## src/imse_pkg.sv

```systemverilog
`default_nettype none
package imse_pkg;

  localparam int MsgBytesDefault   = 32;
  localparam int QueueDepthDefault = 4;

  localparam logic [7:0] CrcPoly    = 8'h07;
  localparam logic [7:0] CmdPoll    = 8'h01;
  localparam logic [7:0] CmdDeliver = 8'h10;
  localparam logic [7:0] CmdAck     = 8'h20;
  localparam logic [7:0] AckGood    = 8'h01;

  typedef enum logic [1:0] {
    OP_WRITE = 2'd0,
    OP_READ  = 2'd1,
    OP_HOST  = 2'd2,
    OP_NONE  = 2'd3
  } op_e;

  typedef enum logic [1:0] {
    PEND_NONE    = 2'd0,
    PEND_POLL    = 2'd1,
    PEND_DELIVER = 2'd2,
    PEND_ACK     = 2'd3
  } pend_e;

  typedef enum logic [3:0] {
    EV_READ    = 4'd0,
    EV_DELIV   = 4'd1,
    EV_ACKOK   = 4'd2,
    EV_NACK    = 4'd3,
    EV_CRCERR  = 4'd4,
    EV_IGNORED = 4'd5,
    EV_ACCEPT  = 4'd6,
    EV_REJECT  = 4'd7,
    EV_TAKEN   = 4'd8
  } event_e;

  // One byte of the CRC-8, MSB first.
  function automatic logic [7:0] crc_step(input logic [7:0] crc, input logic [7:0] b);
    logic [7:0] c;
    c = crc ^ b;
    for (int i = 0; i < 8; i++) begin
      c = c[7] ? ((c << 1) ^ CrcPoly) : (c << 1);
    end
    return c;
  endfunction

endpackage
`default_nettype wire

```

## src/i2c_mailbox_slave_endpoint.sv

```systemverilog
`default_nettype none
// Channel   | Signals                                           | Direction
// ----------+---------------------------------------------------+----------
// command   | start_i, busy_o, op_i, byte_in_i, first_i,        | in
//           | last_i, host_dest_i                               |
// result    | valid_o, event_res_o, byte_out_o, source_o,       | out
//           | length_o, final_res_o                             |
//
// A transfer is accepted when start_i is high and busy_o is low. Any transfer
// other than a poll read or a DELIVER frame of four bytes or more gives a single
// result, strobed in the cycle right after acceptance, and leaves busy_o low, so
// such transfers can follow back to back. A poll read holds busy_o high and
// strobes MSG_BYTES+3 results on consecutive cycles, paced by the queue memory
// read port. A DELIVER frame first runs its CRC over the frame memory (one
// priming read, then one byte a cycle); delivery, if the CRC matches, then takes
// one priming read and streams one byte a cycle, or gives a single result for a
// zero-length message. Each frame start clears the frame memory through a valid
// bit per slot. Reset clears all control state; the memories need no reset. The
// receiver cannot stall, so results are simply strobed out.
module i2c_mailbox_slave_endpoint #(
  parameter int MSG_BYTES   = imse_pkg::MsgBytesDefault,
  parameter int QUEUE_DEPTH = imse_pkg::QueueDepthDefault
) (
  input  wire logic       clk_i,
  input  wire logic       rst_ni,
  input  wire logic       start_i,
  output logic            busy_o,
  input  wire logic [1:0] op_i,
  input  wire logic [7:0] byte_in_i,
  input  wire logic       first_i,
  input  wire logic       last_i,
  input  wire logic [7:0] host_dest_i,
  output logic            valid_o,
  output logic [3:0]      event_res_o,
  output logic [7:0]      byte_out_o,
  output logic [7:0]      source_o,
  output logic [5:0]      length_o,
  output logic            final_res_o
);
  import imse_pkg::*;

  localparam int FrameMax = MSG_BYTES + 3;
  localparam int FW  = $clog2(FrameMax + 2);
  localparam int FIW = $clog2(FrameMax);
  localparam int QW  = (QUEUE_DEPTH > 1) ? $clog2(QUEUE_DEPTH) : 1;
  localparam int CW  = $clog2(QUEUE_DEPTH + 1);
  localparam int HW  = $clog2(MSG_BYTES + 1);
  localparam int QSlots = QUEUE_DEPTH * MSG_BYTES;
  localparam int AW  = (QSlots > 1) ? $clog2(QSlots) : 1;

  typedef enum logic [2:0] {
    S_IDLE, S_CRC, S_DELIV, S_PLEN, S_POLL, S_POLLCRC
  } state_e;

  // Memories.
  logic [7:0] frame_mem [FrameMax];
  logic [7:0] queue_mem [QSlots];
  logic [7:0] qdest_mem [QUEUE_DEPTH];
  logic [5:0] qlen_mem  [QUEUE_DEPTH];
  logic [FrameMax-1:0] fvalid_q, fvalid_d;
  logic [7:0] frd_q, qrd_q;
  logic       frd_v_q;

  state_e        state_q;
  logic [QW-1:0] head_q, tail_q;
  logic [CW-1:0] count_q;
  pend_e         pend_q;
  logic [FW-1:0] fcount_q;
  logic [7:0]    fcmd_q;
  logic [7:0]    slot0_q;     // copy of frame slot 0, the ACK status
  logic [HW-1:0] hfill_q;
  logic [7:0]    htarget_q;
  logic          hblock_q;

  logic [FW-1:0] idx_q;       // sequencer position, also the read address
  logic [FW-1:0] lim_q;       // slot of the CRC byte
  logic [7:0]    crc_q;
  logic [7:0]    src_q;
  logic [5:0]    dlen_q;
  logic [7:0]    lenb_q;      // raw length byte

  logic        fire;
  assign busy_o = (state_q != S_IDLE);
  assign fire   = start_i && !busy_o;

  function automatic logic [QW-1:0] qinc(input logic [QW-1:0] p);
    return (32'(p) + 1 >= QUEUE_DEPTH) ? '0 : p + QW'(1);
  endfunction

  // Combinational control.
  logic           is_wr, is_host, newf, fwe, frd_en;
  logic [FW-1:0]  fc0, nfc;
  logic [FIW-1:0] fwa, fra;
  logic [7:0]     cmd, ack_st, htgt;
  logic           hnew, qfull, hblk, qwe, qhwe, qrd_en;
  logic [HW-1:0]  hf0, hf1;
  logic [AW-1:0]  qwa, qra;
  always_comb begin
    is_wr   = fire && (op_i == OP_WRITE);
    is_host = fire && (op_i == OP_HOST);
    // Bus frame bookkeeping.
    newf = first_i || (fcount_q == '0);
    fc0  = newf ? '0 : fcount_q;
    if (fc0 == '0) begin
      nfc = FW'(1);
    end else if (32'(fc0) < FrameMax + 1) begin
      nfc = fc0 + FW'(1);
    end else begin
      nfc = fc0;
    end
    cmd    = (fc0 == '0) ? byte_in_i : fcmd_q;
    fwe    = is_wr && (fc0 != '0) && (32'(fc0) <= FrameMax);
    fwa    = FIW'(fc0 - FW'(1));
    ack_st = (fwe && fwa == '0) ? byte_in_i : slot0_q;
    fvalid_d = fvalid_q;
    if (is_wr && newf) fvalid_d = '0;
    if (fwe) fvalid_d[fwa] = 1'b1;
    frd_en = ((state_q == S_CRC) || (state_q == S_DELIV)) && (32'(idx_q) < FrameMax);
    fra    = FIW'(idx_q);
    // Host message bookkeeping.
    hnew  = first_i || (hfill_q == '0);
    hf0   = hnew ? '0 : hfill_q;
    htgt  = hnew ? host_dest_i : htarget_q;
    qfull = (32'(count_q) >= QUEUE_DEPTH);
    hblk  = (!hnew && hblock_q) || qfull;
    hf1   = (32'(hf0) < MSG_BYTES) ? hf0 + HW'(1) : hf0;
    qwe   = is_host && !qfull && (32'(hf0) < MSG_BYTES);
    qwa   = AW'(32'(tail_q) * MSG_BYTES + 32'(hf0));
    qhwe  = is_host && last_i && !hblk;
    qrd_en = ((state_q == S_PLEN) || (state_q == S_POLL)) && (32'(idx_q) < MSG_BYTES);
    qra    = AW'(32'(head_q) * MSG_BYTES + 32'(idx_q));
  end

  // Frame memory and queue memory: one synchronous read per cycle each.
  always_ff @(posedge clk_i) begin
    if (fwe) frame_mem[fwa] <= byte_in_i;
    if (frd_en) frd_q <= frame_mem[fra];
    if (qwe) queue_mem[qwa] <= byte_in_i;
    if (qrd_en) qrd_q <= queue_mem[qra];
    if (qhwe) begin
      qdest_mem[tail_q] <= htgt;
      qlen_mem[tail_q]  <= 6'(hf1);
    end
  end

  logic [7:0] fbyte;
  assign fbyte = frd_v_q ? frd_q : 8'h00;

  always_ff @(posedge clk_i or negedge rst_ni) begin
    logic [7:0] v;
    if (!rst_ni) begin
      state_q <= S_IDLE; head_q <= '0; tail_q <= '0; count_q <= '0;
      pend_q <= PEND_NONE; fcount_q <= '0; fcmd_q <= '0; slot0_q <= '0;
      hfill_q <= '0; htarget_q <= '0; hblock_q <= 1'b0; fvalid_q <= '0;
      valid_o <= 1'b0; frd_v_q <= 1'b0; idx_q <= '0; lim_q <= '0;
      crc_q <= '0; src_q <= '0; dlen_q <= '0; lenb_q <= '0;
      event_res_o <= '0; byte_out_o <= '0; source_o <= '0; length_o <= '0;
      final_res_o <= 1'b0;
    end else begin
      fvalid_q <= fvalid_d;
      if (frd_en) frd_v_q <= fvalid_q[fra];
      if (fwe && fwa == '0) slot0_q <= byte_in_i;
      valid_o <= 1'b0;
      event_res_o <= EV_TAKEN; byte_out_o <= '0; source_o <= '0;
      length_o <= '0; final_res_o <= 1'b1;
      case (state_q)
        S_IDLE: begin
          if (fire) begin
            valid_o <= 1'b1;
            case (op_i)
              OP_WRITE: begin
                if (fc0 == '0) fcmd_q <= byte_in_i;
                fcount_q <= last_i ? '0 : nfc;
                if (last_i) begin
                  if (cmd == CmdPoll) begin
                    pend_q <= PEND_POLL;
                  end else if (cmd == CmdDeliver) begin
                    if (32'(nfc) < 4) begin
                      event_res_o <= EV_IGNORED;
                    end else begin
                      // The frame count saturates, so the CRC byte is always
                      // the last stored slot.
                      valid_o <= 1'b0;
                      lim_q <= nfc - FW'(2);
                      idx_q <= '0;
                      crc_q <= '0;
                      state_q <= S_CRC;
                    end
                  end else if (cmd == CmdAck && 32'(nfc) >= 2) begin
                    pend_q <= PEND_ACK;
                    if (ack_st == AckGood) begin
                      event_res_o <= EV_ACKOK;
                      if (count_q != '0) begin
                        head_q <= qinc(head_q);
                        count_q <= count_q - CW'(1);
                      end
                    end else begin
                      event_res_o <= EV_NACK;
                    end
                  end else begin
                    event_res_o <= EV_IGNORED;
                  end
                end
              end
              OP_READ: begin
                pend_q <= PEND_NONE;
                event_res_o <= EV_READ;
                if (pend_q == PEND_POLL) begin
                  v = (count_q != '0) ? qdest_mem[head_q] : 8'h00;
                  byte_out_o <= v;
                  final_res_o <= 1'b0;
                  crc_q <= crc_step(8'h00, v);
                  if (count_q == '0) begin
                    dlen_q <= '0;
                  end else if (32'(qlen_mem[head_q]) > MSG_BYTES) begin
                    dlen_q <= 6'(MSG_BYTES);
                  end else begin
                    dlen_q <= qlen_mem[head_q];
                  end
                  idx_q <= '0;
                  state_q <= S_PLEN;
                end
              end
              OP_HOST: begin
                htarget_q <= htgt;
                if (!last_i) begin
                  hfill_q <= hf1; hblock_q <= hblk;
                end else begin
                  if (!hblk) begin
                    tail_q <= qinc(tail_q);
                    count_q <= count_q + CW'(1);
                    event_res_o <= EV_ACCEPT;
                  end else begin
                    event_res_o <= EV_REJECT;
                  end
                  hfill_q <= '0; hblock_q <= 1'b0;
                end
              end
              default: begin
                event_res_o <= EV_IGNORED;
              end
            endcase
          end
        end
        S_CRC: begin
          // idx_q addresses the read this cycle; data of slot idx_q-1 arrives now.
          if (idx_q == '0) begin
            idx_q <= FW'(1);
          end else if (idx_q - FW'(1) == lim_q) begin
            if (crc_q != fbyte) begin
              valid_o <= 1'b1;
              event_res_o <= EV_CRCERR;
              state_q <= S_IDLE;
            end else begin
              pend_q <= PEND_DELIVER;
              dlen_q <= (32'(lenb_q) > MSG_BYTES) ? 6'(MSG_BYTES) : 6'(lenb_q);
              idx_q <= FW'(2);
              state_q <= S_DELIV;
            end
          end else begin
            crc_q <= crc_step(crc_q, fbyte);
            if (idx_q == FW'(1)) src_q <= fbyte;
            if (idx_q == FW'(2)) lenb_q <= fbyte;
            idx_q <= idx_q + FW'(1);
          end
        end
        S_DELIV: begin
          // The message starts at slot 2; the first cycle only primes that read.
          if (dlen_q == '0) begin
            valid_o <= 1'b1;
            event_res_o <= EV_DELIV; source_o <= src_q;
            state_q <= S_IDLE;
          end else if (idx_q == FW'(2)) begin
            idx_q <= FW'(3);
          end else begin
            valid_o <= 1'b1;
            event_res_o <= EV_DELIV; byte_out_o <= fbyte;
            source_o <= src_q; length_o <= dlen_q;
            final_res_o <= (32'(idx_q) - 2 == 32'(dlen_q));
            if (32'(idx_q) - 2 == 32'(dlen_q)) state_q <= S_IDLE;
            else idx_q <= idx_q + FW'(1);
          end
        end
        S_PLEN: begin
          // Length byte goes out while slot 0 of the head message is read.
          valid_o <= 1'b1;
          event_res_o <= EV_READ; byte_out_o <= 8'(dlen_q); final_res_o <= 1'b0;
          crc_q <= crc_step(crc_q, 8'(dlen_q));
          idx_q <= FW'(1);
          state_q <= S_POLL;
        end
        S_POLL: begin
          // Data of slot idx_q-1 arrives now; slots past the length read zero.
          v = (32'(idx_q) - 1 < 32'(dlen_q)) ? qrd_q : 8'h00;
          valid_o <= 1'b1;
          event_res_o <= EV_READ; byte_out_o <= v; final_res_o <= 1'b0;
          crc_q <= crc_step(crc_q, v);
          if (32'(idx_q) == MSG_BYTES) state_q <= S_POLLCRC;
          else idx_q <= idx_q + FW'(1);
        end
        S_POLLCRC: begin
          valid_o <= 1'b1;
          event_res_o <= EV_READ; byte_out_o <= crc_q;
          state_q <= S_IDLE;
        end
        default: state_q <= S_IDLE;
      endcase
    end
  end

endmodule
`default_nettype wire

```

## config.mk

```make
export PLATFORM = sky130hd
export DESIGN_NAME = i2c_mailbox_slave_endpoint
export DESIGN_NICKNAME = d
export VERILOG_FILES = /design/src/imse_pkg.sv /design/src/i2c_mailbox_slave_endpoint.sv
export SDC_FILE = /design/constraint.sdc
export NUM_CORES = 2
export LEC_CHECK = 0
export BUFFER_PORTS_ARGS = -buffer_cell sky130_fd_sc_hd__buf_2
export CAP_MARGIN = 20
export CORE_MARGIN = 2
export CORE_UTILIZATION = 40
export DETAILED_ROUTE_END_ITERATION = 10
export PLACE_DENSITY = 0.55
export SYNTH_ARGS = -nofsm -noshare
export SYNTH_HDL_FRONTEND = slang
export SYNTH_SLANG_ARGS = --single-unit
```

## constraint.sdc

```tcl
create_clock -name clk_i -period 5.3 [get_ports clk_i]
set_input_delay 0.265 -clock clk_i [delete_from_list [all_inputs] [get_ports clk_i]]
set_output_delay 0.265 -clock clk_i [all_outputs]
set_load 0.01 [all_outputs]
```

Word level (Yosys, flattened, before mapping)
Memories as Yosys holds them, arrays and structs flattened. A register that Yosys moved wholly into a read port is not among the register bits. Cells that the tools add are included.

$add $sub $neg: 16. Order comparisons: 16. Eq/ne operators: 48. Multiplexer cells: 175. Bitwise operators: 42. Reductions and logical operators: 56.

Operator list (number): two-way mux 6 bit (32); two-way mux 8 bit (22); two-way mux 3 bit (52); inverter 3 bit (32); two-way mux 35 bit (2); two-way mux 4 bit (12); one-hot mux 8 bit (5 select lines) (1); zero test 6 bit (6); OR 35 bit (1); equality test 32 x 6 -> 1 bit (1); < comparator 32 x 6 -> 1 bit (1); one-hot mux 8 bit (4 select lines) (1); one-hot mux 6 bit (5 select lines) (1); two-way mux 1 bit (27); < comparator 6 bit, second input constant (4); inequality test 2 bit, second input constant (12); one-hot mux 6 bit (2 select lines) (2); AND reduction 12 bit (2); two-way mux 2 bit (11); adder 6 x 1 -> 6 bit, second input constant (3); inequality test 3 bit, second input constant (6); AND reduction 9 bit (2); equality test 8 x 1 -> 1 bit, second input constant (2); logical AND 1 bit (16); other kinds (63) (102).

Bits in registers: 155. Bits in writable memories: 1360. Input port bits: 23. Output and inout port bits: 29. Word-level logic and storage cells: 382. Memories: 4.

Memory list: queue_mem (depth 128, bits a word 8, read ports 1, clocked after memory_dff 1, wr ports 1, line i2c_mailbox_slave_endpoint.sv:57) `logic [7:0] queue_mem [QSlots];`; frame_mem (depth 35, bits a word 8, read ports 1, clocked after memory_dff 1, wr ports 1, line i2c_mailbox_slave_endpoint.sv:56) `logic [7:0] frame_mem [FrameMax];`; qdest_mem (depth 4, bits a word 8, read ports 1, clocked after memory_dff 0, wr ports 1, line i2c_mailbox_slave_endpoint.sv:58) `logic [7:0] qdest_mem [QUEUE_DEPTH];`; qlen_mem (depth 4, bits a word 6, read ports 1, clocked after memory_dff 0, wr ports 1, line i2c_mailbox_slave_endpoint.sv:59) `logic [5:0] qlen_mem [QUEUE_DEPTH];`.

Depth between registers and ports, before layout
Word-level depth: 22. Mapped depth: 17. Mapped depth without buffers: 14.

Least setup slack after synthesis
Ideal clock, no wire load.

Path type: reg2reg. From: register idx_q[2], in the netlist fra[2]. To: register crc_q[3]. Setup time: 0.121 ns. Arrival time: 4.021 ns. Required time: 5.179 ns. Path slack: 1.158 ns. Cell stages (with the launch flop): 18. Buffers on the path: 4. Period minus slack after synthesis: 4.142 ns. Path through: dfrtp_1 > clkbuf_1 > clkinv_1 > clkbuf_1 > buf_1 > clkbuf_1 > ha_1 > a21boi_0 > xor2_1 > ha_1 > o21ai_0 > a21oi_1 > o31ai_1 > and3_1 > xnor2_1 > xnor2_1 > a221o_1 > a22o_1.

Cells in the longest elaborated chain, start to end: 10. Elaborated cells between the ends (all ways): 18. Classes of those cells: 2 x add/sub; 1 x order compare; 3 x eq/ne; 6 x mux; 4 x bitwise; 2 x reduce/logical.

Ends and longest elaborated chain: start, declared (line i2c_mailbox_slave_endpoint.sv:75) `logic [FW-1:0] idx_q;`; start signal, assigned (line i2c_mailbox_slave_endpoint.sv:264) `idx_q <= idx_q + FW'(1);`; start signal, assigned (line i2c_mailbox_slave_endpoint.sv:281) `else idx_q <= idx_q + FW'(1);`; start signal, assigned (line i2c_mailbox_slave_endpoint.sv:299) `else idx_q <= idx_q + FW'(1);`; subtractor 6 x 1 -> 7 bit (line i2c_mailbox_slave_endpoint.sv:294) `v = (32'(idx_q) - 1 < 32'(dlen_q)) ? qrd_q : 8'h00;`; < comparator 32 x 6 -> 1 bit (line i2c_mailbox_slave_endpoint.sv:294); two-way mux 8 bit (line i2c_mailbox_slave_endpoint.sv:294); bitwise XOR 8 bit (line imse_pkg.sv:42) `c = crc ^ b;`; two-way mux 3 bit (line imse_pkg.sv:44) `c = c[7] ? ((c << 1) ^ CrcPoly) : (c << 1);`; inverter 3 bit (no line); two-way mux 3 bit (line imse_pkg.sv:44); inverter 3 bit (no line); two-way mux 3 bit (line imse_pkg.sv:44); one-hot mux 8 bit (4 select lines) (line i2c_mailbox_slave_endpoint.sv:166) `case (state_q)`; end signal, assigned (line i2c_mailbox_slave_endpoint.sv:212) `crc_q <= crc_step(8'h00, v);`; end signal, assigned (line i2c_mailbox_slave_endpoint.sv:261) `crc_q <= crc_step(crc_q, fbyte);`; end signal, assigned (line i2c_mailbox_slave_endpoint.sv:288) `crc_q <= crc_step(crc_q, 8'(dlen_q));`; end, declared (line i2c_mailbox_slave_endpoint.sv:77) `logic [7:0] crc_q;`.

Parallel ways exist; a longest one is shown, timed or not. A chain may end at the register's enable or synchronous reset.

Final worst setup path
From: register state_q[1]. To: memory queue_mem[126][2], enable pin.

Cells in the longest elaborated chain, start to end: 8.

Ends and longest elaborated chain: start, declared (line i2c_mailbox_slave_endpoint.sv:64) `state_e state_q;`; start signal, assigned (line i2c_mailbox_slave_endpoint.sv:152) `state_q <= S_IDLE; head_q <= '0; tail_q <= '0; count_q <= '0;`; start signal, assigned (line i2c_mailbox_slave_endpoint.sv:187) `state_q <= S_CRC;`; start signal, assigned (line i2c_mailbox_slave_endpoint.sv:221) `state_q <= S_PLEN;`; nonzero test 3 bit (line i2c_mailbox_slave_endpoint.sv:83) `assign busy_o = (state_q != S_IDLE);`; zero test 1 bit (line i2c_mailbox_slave_endpoint.sv:84) `assign fire = start_i && !busy_o;`; logical AND 1 bit (line i2c_mailbox_slave_endpoint.sv:84); logical AND 1 bit (line i2c_mailbox_slave_endpoint.sv:100) `is_host = fire && (op_i == OP_HOST);`; logical AND 1 bit (2 in series) (line i2c_mailbox_slave_endpoint.sv:127) `qwe = is_host && !qfull && (32'(hf0) < MSG_BYTES);`; two-way mux 1 bit (line i2c_mailbox_slave_endpoint.sv:138) `if (qwe) queue_mem[qwa] <= byte_in_i;`; two-way mux 1 bit (implied by the code) (line i2c_mailbox_slave_endpoint.sv:138); end, declared (line i2c_mailbox_slave_endpoint.sv:57).

No other way between the ends.

==> reports/results.txt <==
status = complete, no violations
1st-iter DRT viols = 3577
clock buffer depth = 3
Crit-path slowest cell = or4b_4
placed cell count = 5601
Power Dens Cells = 342 nW/um2
hold crit path type = input port to async pin
Synth top cells by count = edfxtp_1, nor2_1, mux4_2, nand2_1, mux2i_1
Worst Max-Slew Pin Slew = 1.27 ns
Remaining DRCs = 0
Synth top area share = 66.0%
# setup viols final = 0
Max Clk Rate = 241 MHz
Die Wd = 400 um
PortBufs = 51
Worst-path clk slew = 0.07 ns
share of cells above drive strength 1 = 18.2%
register area = 45200 um2
RSZ-0062 raised after global routing = false
CTS buffer count = 161
max-cap viol count = 0
Post-synth ARST share = 10.1%
count of pins over their slew limit = 0
Root Driver = clkbuf_16
antenna viol nets, final = 0
Pre-antenna DRT Iters = 5
WP buf/inv = 1
total grt overflow = 0
WL/cell = 26.1 um
total track usage = 19.5%
post-DR vias/cell = 5.54
critical path's largest stage delay = 0.67 ns
Hold Buf Count CTS = 21
H-tree level count = 4
vias in the first global route = 33263
fin util = 45.3%
CTS sink cnt = 1531
setup tns final = 0 ns
Synthesis Warnings = 0
Nets = 3785
synth unique cells = 82
P_leak = 0.0249 uW
placed inst area = 65400 um2
largest family of logic cells by synthesized area = multiplexers
Hold Fails Final Rpt = 0
Resized cells post-CTS = 0
Initial Utilization = 40.2%
ant diodes = 0
Core ar. = 156000 um2
Post-Syn Nets = 3688
Final Critical Period = 4.16 ns
Syn Inst Count = 3634
initial antenna violation count = 2
post-route insts no fill = 5920
Fin Hold WS = 0.0778 ns
multiplexer share of the synthesized area = 13.4%
CP arrival = 4.56 ns
IO Count = 52
Die Y = 400 um
worst skew pair latency = 0.79 ns
vias = 32791
Synth Area per Inst = 17.2 um2
first-pass GRT wire length = 229000 um
total wire length = 154000 um
Post-Syn Area = 62600 um2
largest net degree at the start of global routing = 105
FILL cells = 13401
post-synthesis simple-gate area fraction = 5.51%
XOR/XNOR Fraction of Synth Area = 1.70%
max_slew headroom = 14.9%
Synth Area in Adders = 0.632%
dominant cell type by area after synthesis = edfxtp_1
register area share after synthesis = 72.2%
Crit Path Category = flip-flop to flip-flop
Rows = 145
Critical Path RT = 5.70 ns
Crit. End Element = flip-flop
Max rail drop VDD = 0.000330 V
critical-path cell list = or4b_4 -> or2_2 -> nor3_1 -> and2_1 -> nand2_1 -> buf_4 -> nor2_1
Post-synth EDFFs = 1376
CTS tree = done
Worst path top cell family by delay = simple AND/OR/NAND/NOR gates
Setup Skew = 0.0277 ns
Multi-input gate area = 16500 um2
P&R area growth vs syn = 12.8%
#FFs+latches synth = 1531
final worst path period share = 78.4%
Top FF cell, synth = edfxtp_1
post-synthesis compound-gate area fraction = 5.05%
total setup buffers inserted after CTS = 0
critical path peak fanout = 21
DP HPWL = 93800 um
top-count cell post-synth = edfxtp_1
GPL Wtd Cong = 0.834
final instance area = 70600 um2
synth top area cells = edfxtp_1, mux4_2, dfrtp_1
CP Launch Type = flip-flop
die area = 160000 um2
[cells by family after synthesis]
group / count (synthesis)
xor gates and xnor gates: 117
AOI/OAI and AO/OA: 447
adders and majority gates: 31
DFF: 1531
muxes: 491
and+or+nand+nor: 772
buffers and inverters: 245
[cell usage in the layout (no fill, tap or decap), types with 43 or more instances in the layout]
master,count
clkbuf_16,166
o22ai_1,50
xnor2_1,72
dfrtp_1,150
nand2_1,215
o21ai_0,44
buf_2,43
edfxtp_1,1376
nor2_1,345
a221oi_1,45
mux2i_1,180
clkinv_1,43
buf_4,61
mux4_2,270
a21oi_1,79
[layer usage]
layer | global-route usage (%) | up-vias | share of wire (%)
met5 | 0 | - | 0
met4 | 4.13 | 0 | 1.6
met3 | 2.81 | 186 | 5.0
met2 | 31.3 | 906 | 48
met1 | 28.3 | 17156 | 45
li1 | - | 14543 | -
[state kept, by name (all words and copies together), names as in the netlist, 8 cells and up]
| signal | cells |
|---|---|
| frame_mem | 280 |
| slot0_q | 8 |
| qlen_mem | 24 |
| src_q | 8 |
| frd_q | 8 |
| fvalid_q | 35 |
| fcmd_q | 8 |
| crc_q | 8 |
| qdest_mem | 32 |
| lenb_q | 8 |
| source_o | 8 |
| byte_out_o | 8 |
| htarget_q | 8 |
| qrd_q | 8 |
| queue_mem | 1024 |
[area by class of cell]
class	count	share of cell area (%)
Inverter	31	0.168
Tap cell	2058	3.65
Sequential cell	1531	64.0
Timing Repair Buffer	148	1.77
Clock inverter	81	0.808
Clock buffer	213	6.20
Multi-Input combinational cell	1858	23.4
[metrics by stage]
stage	setup slack (ns)	power [uW]
after global placement	1.26	13700
after floorplan	1.16	13500
after global routing	0.939	24800
final	1.14	24100
after detailed placement	1.17	13700
after CTS	1.16	24400
[final timing paths]
kind / endpoint / cells past startpoint / slack [ns] / start
max: queue_mem[126][2] / 7 / 1.14 / state_q[1]
min in group clk_i: lim_q[0] / 3 / 0.09 / first_i
max in group asynchronous: fvalid_q[30] / 3 / 3.93 / rst_ni
max reg2reg: queue_mem[126][2] / 7 / 1.14 / state_q[1]
min reg2reg: fvalid_q[6] / 1 / 0.47 / fvalid_q[6]
min: byte_out_o[2] / 2 / 0.08 / rst_ni
[report_power, final]
group / total (uW) / internal (uW) / leakage, uW / switching [uW]
Clock: 10700 / 6010 / 0.00241 / 4640
Combinational: 317 / 50.8 / 0.00809 / 266
Sequential: 13200 / 13200 / 0.0144 / 5.96
Power figures use the tool's default switching activity.
